===== src/sv/rpct_pkg.sv =====
// Package for the refcounted page cache table.
// Request modes, result codes and controller/datapath command types.
package rpct_pkg;

  typedef enum logic [1:0] {
    MODE_LOOKUP  = 2'd0,
    MODE_INSERT  = 2'd1,
    MODE_ADDREF  = 2'd2,
    MODE_RELEASE = 2'd3
  } mode_t;

  localparam logic [1:0] ST_OK      = 2'd0;
  localparam logic [1:0] ST_MISS    = 2'd1;
  localparam logic [1:0] ST_ADOPTED = 2'd2;
  localparam logic [1:0] ST_FULL    = 2'd3;

  typedef struct packed {
    logic load;
    logic rd;
    logic cmp;
    logic step;
    logic upd;
  } cmd_t;

  typedef struct packed {
    logic out_busy;
    logic hit_now;
    logic last;
  } stat_t;

endpackage


===== src/sv/rpct_ctrl.sv =====
// Controller state machine of the refcounted page cache table.
// Depends on rpct_pkg; drives rpct_datapath through cmd_t.
module rpct_ctrl (
  input  logic           clk,
  input  logic           rst,
  input  logic           in_valid,
  output logic           in_ready,
  input  logic           out_ready,
  input  rpct_pkg::stat_t st,
  output rpct_pkg::cmd_t  cmd
);

  typedef enum logic [3:0] {
    S_IDLE = 4'b0001,
    S_RD   = 4'b0010,
    S_CMP  = 4'b0100,
    S_UPD  = 4'b1000
  } state_t;

  state_t state, state_next;

  always_comb begin
    state_next = state;
    cmd = '0;
    in_ready = 1'b0;
    unique case (state)
      S_IDLE: begin
        in_ready = !st.out_busy || out_ready;
        if (in_valid && in_ready) begin
          cmd.load = 1'b1;
          state_next = S_RD;
        end
      end
      S_RD: begin
        cmd.rd = 1'b1;
        state_next = S_CMP;
      end
      S_CMP: begin
        cmd.cmp = 1'b1;
        if (st.hit_now || st.last) begin
          state_next = S_UPD;
        end else begin
          cmd.step = 1'b1;
          state_next = S_RD;
        end
      end
      S_UPD: begin
        cmd.upd = 1'b1;
        state_next = S_IDLE;
      end
      default: state_next = S_IDLE;
    endcase
  end

  always_ff @(posedge clk) begin
    if (rst) begin
      state <= S_IDLE;
    end else begin
      state <= state_next;
    end
  end

endmodule


===== config.mk =====
export PLATFORM = sky130hd
export DESIGN_NAME = rpct_ctrl
export DESIGN_NICKNAME = d
export VERILOG_FILES = /design/src/sv/rpct_pkg.sv /design/src/sv/rpct_ctrl.sv
export SDC_FILE = /design/constraint.sdc
export NUM_CORES = 1
export LEC_CHECK = 0
export BUFFER_PORTS_ARGS = -buffer_cell sky130_fd_sc_hd__buf_2
export CORE_AREA = 5 5 42 44
export DETAILED_ROUTE_END_ITERATION = 8
export DIE_AREA = 0 0 47 49
export PLACE_DENSITY_LB_ADDON = 0.12
export SKIP_CTS_REPAIR_TIMING = 1
export SYNTH_ARGS = -nofsm -noshare
export SYNTH_HDL_FRONTEND = slang
export SYNTH_SLANG_ARGS = --single-unit

===== constraint.sdc =====
create_clock -name clk -period 3.1 [get_ports clk]
set_input_delay 0.465 -clock clk [delete_from_list [all_inputs] [get_ports clk]]
set_output_delay 0.465 -clock clk [all_outputs]
set_load 0.02 [all_outputs]

==> results.toml <==
[layout]
reg_top3 = "state: 4 flops"
mostFrequentLayoutCell = "buf_2"
n_antenna_cell = 0
drive_above_1_share_pct = 57.14
top_register = "state"
fin_nets = 44
areaGrowthSynthToFinish_pct = 47.13
largest_reg_flops = 4
layout_common_cells = "buf_2 (12), dfxtp_1 (4), clkbuf_4 (3), nor4b_2 (2), nor2_1 (2)"
design_area_um2 = 320.3
fin_util_pct = 22.86

[sta]
rsz0062_at_grt = "no"
worstMarginPinSlew_ns = 0.4567
timing.fmax_mhz = 507.6
fin_skew_ns = 0.0001107
fin_crit_ns = 1.970
slew_viol_final = 0
hold_viol = 0
fin_setup_tns_ns = 0
worst_slack_ns = 1.130
period_share_pct = 63.56
setup_viol = 0
maxSlewHeadroom_pct = 69.47

[logic_synthesis]
syn_area_um2 = 217.7
synthMuxAreaShare_pct = 0
synth_cells = 20
yosysSeqAreaShare_pct = 36.78
yosys.area_share.simple_pct = 45.40
synth_top_family_by_area = "simple AND/OR/NAND/NOR gates"
synth_cell_type_count = 15
synth-xor-area-share_pct = 0
synth-compound-area-share_pct = 16.09
syn_nets = 27
ys.warnings.count = 0
postSynthAreaPerCell_um2 = 10.89
synth_seq_cells = 4
synth_adder_area_share_pct = 0

[floorplan]
dieArea_um2 = 2303
core-area_um2 = 1401
fp-row-count = 14
boundaryPins = 13
die_h_um = 49
die_width_um = 47
start_util_pct = 15.54

[grt]
grt_max_degree = 6
antenna_found_initial = 0
grt_pass1_wl_um = 855
grtUsageTotal_pct = 5.563
grt_pass1_vias = 215
grt_remaining_overflow = 0

[route]
wl_per_cell_um = 10.55
drt-total-wl_um = 538
num_vias = 219
first_iter_violations = 6
drc_errors = 0
postRouteAntennaNets = 0
firstDrtPassIters = 3
via_per_inst = 4.294

[power]
pwr-share-clk_pct = 42.4
leakage_nw = 0.1572
seq_power_share_pct = 38.4
p_switching_w = 0.00003863
p_int_w = 0.0001111
power_density_nw_per_um2 = 467.4
p_sw_share_pct = 25.81
comb_power_share_pct = 19.2
ir_worst_vdd_uv = 143.5

[worst_hold_path]
min_to = "state[2]"
holdCritPathClass = "in2reg"
hold_depth = 2
min_from = "rst"

[critical_path]
crit_fanout = 4
r2r-end = "state[0]"
r2r_slack_ns = 1.73
r2r_cells = 2
worstPathArrival_ns = 1.51
timing_worst_setup_path_type = "reg2out"
startpoint_type = "register"
crit_required_ns = 2.63
cp-end-kind = "output port"
r2r_start = "state[1]"

[placement]
portBuffers = 12
place_hpwl_um = 434.2
dpl_cell_area_um2 = 297.8
place.gp.congestion = 0.6613
pre_cts_ws_ns = 1.371

[run_status]
status = "complete, no violations"

[clocking]
htree_levels = 1
cts.sinks = 4
clk_latency_ns = 0.23
clk_pin_slew_ns = 0.04
cts_inserted_buffers = 3
cts-root-buf = "clkbuf_4"
clockBufferDepth = 2
cts_tree = "built"

[flow_run]
max_cap_violations = 0
-- cell usage after synthesis --
cell	n	area (µm²)
o21ba_1	1	10.01
nand2b_1	1	6.260
nor4b_1	1	8.760
dfxtp_1	4	80.08
inv_1	1	3.750
nor2b_1	1	6.260
nor3_2	1	10.01
and2_1	1	6.260
and3_1	1	6.260
nor2_1	2	7.510
nand2_1	1	3.750
a2111oi_2	1	15.01
a221o_1	1	10.01
or4b_4	1	13.76
nor4b_2	2	30.03
-- power by group through the flow --
stage / combinational (W) / clock, W / sequential (W)
after floorplan: 0.0000187 / 0 / 0.0000578
after global placement: 0.0000289 / 0 / 0.0000584
after detailed placement: 0.0000291 / 0 / 0.0000583
after CTS: 0.0000294 / 0.0000679 / 0.0000575
after global routing: 0.0000317 / 0.0000742 / 0.0000579
final: 0.0000287 / 0.0000635 / 0.0000575
-- through the flow --
step           std cells  hold slack (ns)   power [W]
2_1_floorplan         20           0.5366  0.00007642
3_3_place_gp          48           0.6193  0.00008736
3_5_place_dp          48           0.6210  0.00008749
4_1_cts               51           0.4488   0.0001548
5_1_grt               51           0.4613   0.0001638
6_report              51           0.4578   0.0001497
-- kinds of logic (layout without fill, tap and decap cells) --
kind of cell | count (synthesis) | in the layout
and+or+nand+nor | 12 | 12
DFF | 4 | 4
buffers and inverters | 1 | 16
AOI/OAI and AO/OA | 3 | 3
-- worst max-delay path: stages (launching register included) --
cell     delay [ns]
dfxtp_1        0.33
or4b_4         0.59
nor3_2         0.16
buf_2          0.20
-- worst max path at each step --
| stage | end | from | cells past startpoint | slack (ns) |
|---|---|---|---|---|
| floorplan | cmd[1] | state[1] | 2 | 1.43 |
| CTS | cmd[1] | state[1] | 3 | 1.11 |
| detailed placement | cmd[1] | state[1] | 3 | 1.37 |
| finish | cmd[1] | state[1] | 3 | 1.13 |
| global route | cmd[4] | state[0] | 3 | 1.05 |
| global placement | cmd[1] | state[1] | 3 | 1.38 |
-- area by class of cell --
type                            instances  area (µm²)
Sequential cell                         4       80.08
Tap cell                               16       20.02
Clock buffer                            3       22.52
Timing Repair Buffer                   12       60.06
Multi-Input combinational cell         15       133.9
Inverter                                1       3.754
Fill cell                             167        1081
-- layer usage --
layer  up-vias  global-route usage (%)  part of all wire, %
met5         -                       0                    0
met4         0                   4.147                    0
met3         0                   4.797                   14
met2         9                   7.466                   47
met1       102                   5.275                   40
li1        108                       -                    -
No activity file was read; power rests on OpenSTA's default activity.
